### src/imt_pkg.sv
// ----------------------------------------------------------------------------
// imt_pkg: shared types and constants of the IRC message tokenizer
// Holds the parse phases, record kinds, record layout and queue sizing.
// ----------------------------------------------------------------------------
package imt_pkg;

    // Largest number of parameters whose index is told apart.
    localparam int MAX_PARAMS = 16;

    // Highest parameter index that the 4-bit index field reports.
    localparam logic [3:0] PARAM_CAP =
        (MAX_PARAMS - 1 > 15) ? 4'd15 : 4'(MAX_PARAMS - 1);

    // Result queue depth; a power of two so that the pointers wrap freely.
    localparam int FIFO_DEPTH = 4;
    localparam int FIFO_AW    = $clog2(FIFO_DEPTH);
    localparam int FIFO_CW    = $clog2(FIFO_DEPTH + 1);

    // Special characters of the stream.
    localparam logic [7:0] CH_COLON = 8'h3A;
    localparam logic [7:0] CH_SPACE = 8'h20;
    localparam logic [7:0] CH_CR    = 8'h0D;
    localparam logic [7:0] CH_LF    = 8'h0A;

    typedef enum logic [2:0] {
        PH_MSG    = 3'd0,
        PH_PREFIX = 3'd1,
        PH_COMMAND = 3'd2,
        PH_PFIRST = 3'd3,
        PH_PARAM  = 3'd4,
        PH_TRAIL  = 3'd5,
        PH_PNEXT  = 3'd6
    } phase_t;

    typedef enum logic [2:0] {
        K_PREFIX  = 3'd0,
        K_COMMAND = 3'd1,
        K_PARAM   = 3'd2,
        K_TRAIL   = 3'd3,
        K_END     = 3'd4
    } kind_t;

    // Parser state carried from byte to byte.
    typedef struct packed {
        phase_t     phase;
        logic       has_bytes;
        logic [3:0] pcount;
        logic       ovf;
    } parse_state_t;

    // One result record.
    typedef struct packed {
        kind_t      kind;
        logic [7:0] data;
        logic       start;
        logic       empty;
        logic [3:0] pidx;
        logic       povf;
        logic       last;
    } rec_t;

    // Outcome of handling one character: new state and an optional record.
    typedef struct packed {
        parse_state_t st;
        logic         rec_valid;
        rec_t         rec;
    } step_t;

endpackage

### src/irc_message_tokenizer_core.sv
// ----------------------------------------------------------------------------
// irc_message_tokenizer_core: byte-wise IRC message tokenizer
// Tags each received byte as prefix, command, parameter or trailing text and
// closes each CR LF terminated message with an end record.
// ----------------------------------------------------------------------------
//
//  channel | handshake            | payload
//  --------+----------------------+----------------------------------------------
//  input   | in_valid / in_stall  | data_byte
//  output  | out_valid / out_stall| kind, out_byte, token_start, empty_token,
//          |                      | param_index, param_overflow, last
//
// A byte is parsed in the cycle it is accepted; its zero, one or two records
// enter a four-entry result queue and leave it one per cycle while out_stall is low.
// One byte per cycle is sustained while out_stall is low and bytes give one
// record each; a byte that gives two records leaves one more in the queue.
// in_stall rises when fewer than two queue entries are free.
// Reset clears the parser state and empties the queue; no clearing pass.
module irc_message_tokenizer_core (
    input  logic       clk,
    input  logic       rst_n,
    input  logic       in_valid,
    output logic       in_stall,
    input  logic [7:0] data_byte,
    output logic       out_valid,
    input  logic       out_stall,
    output logic [2:0] kind,
    output logic [7:0] out_byte,
    output logic       token_start,
    output logic       empty_token,
    output logic [3:0] param_index,
    output logic       param_overflow,
    output logic       last
);
    import imt_pkg::*;

    // Build a record; parameter fields are shown on parameter records only.
    function automatic rec_t make_rec(input kind_t k, input logic [7:0] b,
                                      input logic st, input logic em,
                                      input parse_state_t s);
        rec_t r;
        r.kind  = k;
        r.data  = b;
        r.start = st;
        r.empty = em;
        r.pidx  = (k == K_PARAM) ? s.pcount : 4'd0;
        r.povf  = (k == K_PARAM) ? s.ovf : 1'b0;
        r.last  = 1'b0;
        return r;
    endfunction

    // Handle one content character in the current phase.
    function automatic step_t content_step(input parse_state_t s,
                                           input logic [7:0] b);
        step_t r;
        kind_t k;
        r.st        = s;
        r.rec_valid = 1'b0;
        r.rec       = '0;
        k           = (s.phase == PH_PREFIX) ? K_PREFIX : K_COMMAND;
        unique case (s.phase)
            PH_MSG:
            begin
                if (b == CH_COLON)
                begin
                    r.st.phase     = PH_PREFIX;
                    r.st.has_bytes = 1'b0;
                end
                else if (b == CH_SPACE)
                begin
                    r.rec_valid = 1'b1;
                    r.rec       = make_rec(K_COMMAND, 8'd0, 1'b1, 1'b1, r.st);
                    r.st.phase  = PH_PFIRST;
                end
                else
                begin
                    r.rec_valid    = 1'b1;
                    r.rec          = make_rec(K_COMMAND, b, 1'b1, 1'b0, r.st);
                    r.st.phase     = PH_COMMAND;
                    r.st.has_bytes = 1'b1;
                end
            end
            PH_PREFIX, PH_COMMAND:
            begin
                if (b == CH_SPACE)
                begin
                    if (!s.has_bytes)
                    begin
                        r.rec_valid = 1'b1;
                        r.rec       = make_rec(k, 8'd0, 1'b1, 1'b1, r.st);
                    end
                    r.st.phase     = (s.phase == PH_PREFIX) ? PH_COMMAND : PH_PFIRST;
                    r.st.has_bytes = 1'b0;
                end
                else
                begin
                    r.rec_valid    = 1'b1;
                    r.rec          = make_rec(k, b, !s.has_bytes, 1'b0, r.st);
                    r.st.has_bytes = 1'b1;
                end
            end
            PH_PFIRST, PH_PNEXT:
            begin
                if (b == CH_COLON)
                begin
                    r.st.phase     = PH_TRAIL;
                    r.st.has_bytes = 1'b0;
                end
                else
                begin
                    // Moving on to a further parameter bumps the index.
                    if (s.phase == PH_PNEXT)
                    begin
                        if (s.pcount < PARAM_CAP)
                            r.st.pcount = s.pcount + 4'd1;
                        else
                            r.st.ovf = 1'b1;
                    end
                    r.rec_valid = 1'b1;
                    if (b == CH_SPACE)
                    begin
                        r.rec      = make_rec(K_PARAM, 8'd0, 1'b1, 1'b1, r.st);
                        r.st.phase = PH_PNEXT;
                    end
                    else
                    begin
                        r.rec          = make_rec(K_PARAM, b, 1'b1, 1'b0, r.st);
                        r.st.phase     = PH_PARAM;
                        r.st.has_bytes = 1'b1;
                    end
                end
            end
            PH_PARAM:
            begin
                if (b == CH_SPACE)
                begin
                    r.st.phase     = PH_PNEXT;
                    r.st.has_bytes = 1'b0;
                end
                else
                begin
                    r.rec_valid = 1'b1;
                    r.rec       = make_rec(K_PARAM, b, 1'b0, 1'b0, r.st);
                end
            end
            default:
            begin
                // Trailing text, and the unused phase code, take every byte.
                r.st.phase     = PH_TRAIL;
                r.rec_valid    = 1'b1;
                r.rec          = make_rec(K_TRAIL, b, !s.has_bytes, 1'b0, r.st);
                r.st.has_bytes = 1'b1;
            end
        endcase
        return r;
    endfunction

    parse_state_t st_reg, st_next;
    logic         cr_held_reg, cr_held_next;

    rec_t                 fifo_reg [FIFO_DEPTH];
    logic [FIFO_AW-1:0]   wr_ptr_reg, rd_ptr_reg;
    logic [FIFO_CW-1:0]   count_reg, count_next;

    logic  in_acc, out_acc;
    step_t step_a, step_b;
    rec_t  rec_a, rec_b, push0, push1;
    logic  va, vb;
    logic  [1:0] push_cnt;
    parse_state_t cleared;

    assign in_stall  = (count_reg > FIFO_CW'(FIFO_DEPTH - 2));
    assign out_valid = (count_reg != '0);
    assign in_acc    = in_valid && !in_stall;
    assign out_acc   = out_valid && !out_stall;

    // Parse the accepted byte, with a held CR handled first.
    always_comb
    begin
        cleared.phase     = PH_MSG;
        cleared.has_bytes = 1'b0;
        cleared.pcount    = 4'd0;
        cleared.ovf       = 1'b0;
        step_a            = '0;
        step_b            = '0;
        rec_a             = '0;
        rec_b             = '0;
        va                = 1'b0;
        vb                = 1'b0;
        st_next           = st_reg;
        cr_held_next      = cr_held_reg;
        if (in_acc)
        begin
            if (cr_held_reg && data_byte == CH_LF)
            begin
                // End of message: close an open token with no bytes.
                cr_held_next = 1'b0;
                if (st_reg.phase == PH_MSG ||
                    (st_reg.phase == PH_COMMAND && !st_reg.has_bytes))
                begin
                    va    = 1'b1;
                    rec_a = make_rec(K_COMMAND, 8'd0, 1'b1, 1'b1, st_reg);
                end
                else if (st_reg.phase == PH_PREFIX && !st_reg.has_bytes)
                begin
                    va    = 1'b1;
                    rec_a = make_rec(K_PREFIX, 8'd0, 1'b1, 1'b1, st_reg);
                end
                else if (st_reg.phase == PH_TRAIL && !st_reg.has_bytes)
                begin
                    va    = 1'b1;
                    rec_a = make_rec(K_TRAIL, 8'd0, 1'b1, 1'b1, st_reg);
                end
                vb      = 1'b1;
                rec_b   = make_rec(K_END, 8'd0, 1'b0, 1'b0, st_reg);
                st_next = cleared;
            end
            else
            begin
                // A held CR that is not followed by LF counts as content.
                if (cr_held_reg)
                    step_a = content_step(st_reg, CH_CR);
                else
                begin
                    step_a.st        = st_reg;
                    step_a.rec_valid = 1'b0;
                end
                if (data_byte == CH_CR)
                begin
                    cr_held_next     = 1'b1;
                    step_b.st        = step_a.st;
                    step_b.rec_valid = 1'b0;
                end
                else
                begin
                    cr_held_next = 1'b0;
                    step_b       = content_step(step_a.st, data_byte);
                end
                va      = step_a.rec_valid;
                rec_a   = step_a.rec;
                vb      = step_b.rec_valid;
                rec_b   = step_b.rec;
                st_next = step_b.st;
            end
        end
    end

    // Pack the records in order and mark the final one of this byte.
    always_comb
    begin
        push0      = va ? rec_a : rec_b;
        push0.last = !(va && vb);
        push1      = rec_b;
        push1.last = 1'b1;
        push_cnt   = {1'b0, va} + {1'b0, vb};
        count_next = count_reg + FIFO_CW'(push_cnt) - FIFO_CW'(out_acc);
    end

    // Parser state and queue pointers.
    always_ff @(posedge clk or negedge rst_n)
    begin
        if (!rst_n)
        begin
            st_reg.phase     <= PH_MSG;
            st_reg.has_bytes <= 1'b0;
            st_reg.pcount    <= 4'd0;
            st_reg.ovf       <= 1'b0;
            cr_held_reg      <= 1'b0;
            wr_ptr_reg       <= '0;
            rd_ptr_reg       <= '0;
            count_reg        <= '0;
        end
        else
        begin
            st_reg      <= st_next;
            cr_held_reg <= cr_held_next;
            wr_ptr_reg  <= wr_ptr_reg + FIFO_AW'(push_cnt);
            rd_ptr_reg  <= rd_ptr_reg + FIFO_AW'(out_acc);
            count_reg   <= count_next;
        end
    end

    // Queue storage; only free entries are written.
    always_ff @(posedge clk)
    begin
        if (push_cnt != 2'd0)
            fifo_reg[wr_ptr_reg] <= push0;
        if (push_cnt == 2'd2)
            fifo_reg[wr_ptr_reg + FIFO_AW'(1)] <= push1;
    end

    // Head of the queue drives the output beat.
    assign kind           = fifo_reg[rd_ptr_reg].kind;
    assign out_byte       = fifo_reg[rd_ptr_reg].data;
    assign token_start    = fifo_reg[rd_ptr_reg].start;
    assign empty_token    = fifo_reg[rd_ptr_reg].empty;
    assign param_index    = fifo_reg[rd_ptr_reg].pidx;
    assign param_overflow = fifo_reg[rd_ptr_reg].povf;
    assign last           = fifo_reg[rd_ptr_reg].last;

    // The queue never holds more entries than it has.
    a_count_bound: assert property (@(posedge clk) disable iff (!rst_n)
        count_reg <= FIFO_CW'(FIFO_DEPTH))
        else $error("result queue overfilled");

    // A fresh CR is held back and gives no record.
    a_cr_held: assert property (@(posedge clk) disable iff (!rst_n)
        (in_acc && !cr_held_reg && data_byte == CH_CR) |-> (push_cnt == 2'd0)
            ##1 cr_held_reg)
        else $error("lone CR not held");

    // An end record always closes the records of its byte.
    a_end_last: assert property (@(posedge clk) disable iff (!rst_n)
        (out_valid && kind == K_END) |-> (last && !token_start && !empty_token))
        else $error("end record malformed");

    // Parameter fields stay clear outside parameter records.
    a_param_fields: assert property (@(posedge clk) disable iff (!rst_n)
        (out_valid && kind != K_PARAM) |-> (param_index == 4'd0 && !param_overflow))
        else $error("parameter fields on non-parameter record");

    // The parameter index saturates at its cap and clears at message end.
    a_pcount: assert property (@(posedge clk) disable iff (!rst_n)
        (st_reg.pcount <= PARAM_CAP) && (st_reg.phase != PH_MSG || st_reg.pcount == 4'd0))
        else $error("parameter index out of range");

endmodule

### config.mk
export PLATFORM = sky130hd
export DESIGN_NAME = irc_message_tokenizer_core
export DESIGN_NICKNAME = d
export VERILOG_FILES = /design/src/imt_pkg.sv /design/src/irc_message_tokenizer_core.sv
export SDC_FILE = /design/constraint.sdc
export NUM_CORES = 1
export LEC_CHECK = 0
export BUFFER_PORTS_ARGS = -buffer_cell sky130_fd_sc_hd__buf_2
export CORE_MARGIN = 3
export CORE_UTILIZATION = 35
export CTS_CLUSTER_SIZE = 12
export DETAILED_ROUTE_END_ITERATION = 8
export SETUP_SLACK_MARGIN = 0.2
export SLEW_MARGIN = 5
export SYNTH_ARGS = -nofsm -noshare
export SYNTH_HDL_FRONTEND = slang
export SYNTH_SLANG_ARGS = --single-unit
### constraint.sdc
create_clock -name clk -period 5.9 [get_ports clk]
set_input_delay 1.475 -clock clk [delete_from_list [all_inputs] [get_ports clk]]
set_output_delay 1.475 -clock clk [all_outputs]
set_load 0.01 [all_outputs]
# After elaboration in Yosys (flattened, before gate mapping)
# Memories as Yosys holds them, arrays and structs flattened.
# Cells that the tools add are included.
[op_classes]
muxes = 68
n_eq_ne = 18
n_lt_le_gt_ge = 3
addsub = 8
reduce_logical = 22
[op_table]
columns = ["operator", "count"]
rows = [
  ["$mux W19", 7],
  ["$mux W20", 4],
  ["$pmux W20 S4", 1],
  ["$pmux W18 S4", 1],
  ["$mux W18", 3],
  ["$mux W5", 9],
  ["$mux W10", 4],
  ["$mux W16", 2],
  ["$mux W25", 1],
  ["$mux W1", 24],
  ["$mux W4", 5],
  ["$eq A8 B4 Y1 const B", 2],
  ["$eq A8 B6 Y1 const B", 2],
  ["$pmux W4 S4", 1],
  ["$eq A3 B3 Y1 const B", 5],
  ["$eq A3 B2 Y1 const B", 4],
  ["$mux W3", 3],
  ["$mux W9", 1],
  ["$pmux W3 S3", 1],
  ["$add A4 B1 Y4 const B", 2],
  ["$lt A4 B4 Y1 const B", 2],
  ["$reduce_or A2 Y1", 4],
  ["$logic_and A1 B1 Y1", 7],
  ["$eq A3 B1 Y1 const B", 2],
  ["other kinds (16)", 22],
]
[totals]
mem_count = 1
inputBits = 12
output_inout_bits = 21
ramBits = 76
register_bits = 17
elab_cells = 128
[memory_table]
columns = ["memory", "words", "width", "rd", "rd_clocked_by_memory_dff", "wr", "line", "source"]
rows = [
  ["fifo_reg", 4, 19, 1, 0, 2, "irc_message_tokenizer_core.sv:161", "rec_t fifo_reg [FIFO_DEPTH];"],
]

# Depth between registers and ports, before layout
[logic_depth]
ltp_word = 25
mapped_depth = 16
ltp_nobuf = 15

# Least setup slack after synthesis
# Ideal clock, no wire load.
[synth_path]
path_type = "input to register"
start = "input port data_byte[0]"
end = "memory fifo_reg[1][10] in the netlist's numbering (enable)"
path_slack_ns = 1.508
stages = 10
n_path_buf = 2
setup_ns = 0.375
required_ns = 5.525
arrival_ns = 4.017
path_cell_list = "nor3b_1 -> and3_1 -> clkbuf_1 -> a31oi_1 -> a311oi_1 -> inv_1 -> ha_1 -> or3b_2 -> clkbuf_1 -> nand2_1"
[synth_lines]
columns = ["element", "line", "source"]
rows = [
  ["start, declared", "irc_message_tokenizer_core.sv:24", "input logic [7:0] data_byte,"],
  ["end, declared", "irc_message_tokenizer_core.sv:161", ""],
]

==> flow_metrics.tcl <==
set metrics [dict create \
    outcome "finished clean" \
    gp_congestion 0.911 \
    ant_nets 0 \
    slowest_stage "nand2_1" \
    post-route-period-util_pct 76.9 \
    root_buffer "clkbuf_16" \
    p_leak_nw 2.13 \
    dr.pass1.iters 5 \
    use_met2_pct 27.6 \
    clk_pin_slew_ns 0.07 \
    cts_tree "built" \
    met1_usage_pct 25.6 \
    ys_warn_count 0 \
    p_int_mw 1.59 \
    grt_setup_unrepaired "no" \
    io_buffers 32 \
    max-slew-margin-rel_pct 26.6 \
    synth_area_mm2 0.00565 \
    path_delay_family "simple AND/OR/NAND/NOR gates" \
    die_w_um 133 \
    synth_seq_cells 93 \
    grt_pass1_vias 4284 \
    combPwrFrac_pct 42.5 \
    cts_setup_buffers 0 \
    synth_nets 564 \
    grt-ovfl-total 0 \
    synth_edf_count 72 \
    hold_path_class "flop to flop" \
    fmax_mhz 220 \
    grt_use_total_pct 18.3 \
    insertion_delay_ns 0.35 \
    fillers 1535 \
    area_delta_synth_final_pct 10.7 \
    start_kind "primary input" \
    vias 4560 \
    core_area_mm2 0.0155 \
    yosysSeqAreaShare_pct 47.2 \
    power_density_mw_per_mm2 430 \
    ctsHoldBuffers 0 \
    design_area_mm2 0.00625 \
    layout.cells.most_common "edfxtp_1" \
    cp.arrival_ns 4.52 \
    syn_avg_cell_area_um2 10.5 \
    swShare_pct 40.9 \
    cp_max_fo 18 \
    grt.busiest_layer "met2" \
    nets 584 \
    initial_core_util_pct 36.5 \
    slew_violations 0 \
    drt-initial-drc-count 433 \
    vias_per_cell 5.88 \
    cts_max_level 3 \
    critPathCaptureType "flop" \
    worstPathCellList "buf_2 -> nor3b_1 -> and3_1 -> a31oi_1 -> a311oi_1 -> ha_1 -> inv_1 -> or3_1 -> nand2_1" \
    io-pin-count 33 \
    tightest_slew_ns 1.10 \
    dieArea_mm2 0.0177 \
    cap_violations 0 \
    dp_slack_ns 1.01 \
    dpl-instance-area_mm2 0.00598 \
    path_buf_inv 2 \
    drt-total-wl_um 16000 \
    min_from "fifo_reg[0][0]" \
    synth_cells 539 \
    skew_ns 0.00847 \
    fin_ws_ns 1.36 \
    required_ns 5.88 \
    p_switching_mw 1.10 \
    crit_start "data_byte[0]" \
    grt_max_degree 26 \
    drive_above_1_share_pct 17.0 \
    cts_buffer_depth 2 \
    timing.final.hold_violations 0 \
    critical_path_class "primary input to flop" \
    std_cell_rows 45 \
    numCtsBuffers 9 \
    avgRoutedWirePerCell_um 20.6 \
    tns_ns 0 \
    fp.dieH_um 133 \
    setup_viol 0 \
    cts_resized 0 \
    remaining_drc_errors 0 \
    clkPwrFrac_pct 20.4 \
    dpl.hpwl_um 11400 \
    vdd_ir_drop_max_mv 0.236 \
    async_reset_ff_share_pct 18.3 \
    grt_pass1_wl_um 25200 \
    cts.sinks 93 \
    antenna_found_initial 0 \
    largest_reg_flops 76 \
    grt_util_met3_pct 5.25 \
    antenna_cells 0 \
    synthFlopType "edfxtp_1" \
    fin_crit_ns 4.54 \
    rr_startpoint "cr_held_reg" \
    seq_power_share_pct 37.1 \
    ys_types 78 \
    mostFrequentLayoutCells "edfxtp_1 (72), nand2_1 (56), nor2_1 (52), o22ai_1 (36), o21ai_0 (35)" \
    max_stage_delay_ns 0.61 \
]
## cell usage after synthesis (3+ instances only)
| master | n | area [um^2] |
|---|---|---|
| a21boi_2 | 3 | 33.8 |
| a21o_1 | 3 | 22.5 |
| a21oi_1 | 30 | 150 |
| a21oi_2 | 4 | 35.0 |
| a31oi_1 | 4 | 25.0 |
| a32oi_1 | 4 | 35.0 |
| and2_1 | 3 | 18.8 |
| and3_1 | 5 | 31.3 |
| and3b_1 | 4 | 35.0 |
| buf_2 | 7 | 35.0 |
| buf_4 | 4 | 30.0 |
| clkbuf_1 | 16 | 60.1 |
| dfrtp_1 | 17 | 425 |
| dfxtp_1 | 4 | 80.1 |
| edfxtp_1 | 72 | 2160 |
| ha_1 | 12 | 150 |
| inv_1 | 13 | 48.8 |
| mux2i_1 | 4 | 40.0 |
| mux4_2 | 19 | 428 |
| nand2_1 | 56 | 210 |
| nand2b_1 | 3 | 18.8 |
| nand3_1 | 19 | 95.1 |
| nand3b_1 | 5 | 37.5 |
| nor2_1 | 52 | 195 |
| nor3_1 | 6 | 30.0 |
| nor3b_1 | 5 | 37.5 |
| o211ai_1 | 5 | 37.5 |
| o21a_1 | 3 | 22.5 |
| o21ai_0 | 35 | 175 |
| o21ai_1 | 6 | 30.0 |
| o22ai_1 | 36 | 225 |
| o31ai_1 | 6 | 45.0 |
| or2_1 | 3 | 18.8 |
| or3_1 | 6 | 37.5 |
| xnor2_1 | 9 | 78.8 |
## cell families after synthesis
family / synth area share, %
and+or+nand+nor: 16.8
DFF: 47.2
xor gates and xnor gates: 1.71
buffers and inverters: 3.26
AOI/OAI and AO/OA: 19.3
adders and majority gates: 3.01
muxes: 8.75
## final timing paths
kind / slack [ns] / to / cells past startpoint
worst max-delay path: 1.36 / fifo_reg[1][13] / 9
worst min-delay path: 0.48 / fifo_reg[0][0] / 2
worst max register to register: 1.47 / fifo_reg[1][13] / 10
worst min register to register: 0.48 / fifo_reg[0][0] / 2
max in group asynchronous: 4.54 / rd_ptr_reg[0] / 1
min in group asynchronous: 1.05 / st_reg[3] / 1
## worst min-delay path: stages, from the launching register on
cell and delay [ns]:
dfxtp_1 0.33, nand2_1 0.05, o211ai_1 0.06
## power groups by stage
stage | Sequential (mW) | Clock [mW] | Combinational [mW]
2_1_floorplan | 0.895 | 0 | 0.891
3_3_place_gp | 1.00 | 0 | 1.14
3_5_place_dp | 1.01 | 0 | 1.14
4_1_cts | 0.993 | 0.557 | 1.14
5_1_grt | 1.01 | 0.590 | 1.25
6_report | 0.996 | 0.550 | 1.14
## per-layer routing
metal	vias up	part of all wire (%)	wire, um
li1	2110	-	-
met1	2221	44	7030
met2	198	46	7410
met3	31	7.5	1200
met4	0	2.2	357
met5	-	0	0
## metrics by stage
step / std cells / total power, mW / util (%) / hold slack [ns]
CTS: 775 / 2.69 / 40.4 / 0.478
detailed placement: 759 / 2.15 / 38.6 / 0.463
global placement: 759 / 2.14 / 38.6 / 0.468
global route: 775 / 2.85 / 40.4 / 0.505
finish: 775 / 2.69 / 40.4 / 0.475
floorplan: 539 / 1.79 / - / 0.438
## cell type report
| cell class | count | area, um^2 | area share (%) |
|---|---|---|---|
| Clock inverter | 6 | 46.3 | 0.740 |
| Timing Repair Buffer | 36 | 190 | 3.04 |
| Clock buffer | 10 | 229 | 3.66 |
| Tap cell | 211 | 264 | 4.22 |
| Sequential cell | 93 | 2670 | 42.7 |
| Multi-Input combinational cell | 404 | 2800 | 44.7 |
| Inverter | 15 | 58.8 | 0.941 |
Note: power is estimated with default switching activity, not from simulation.
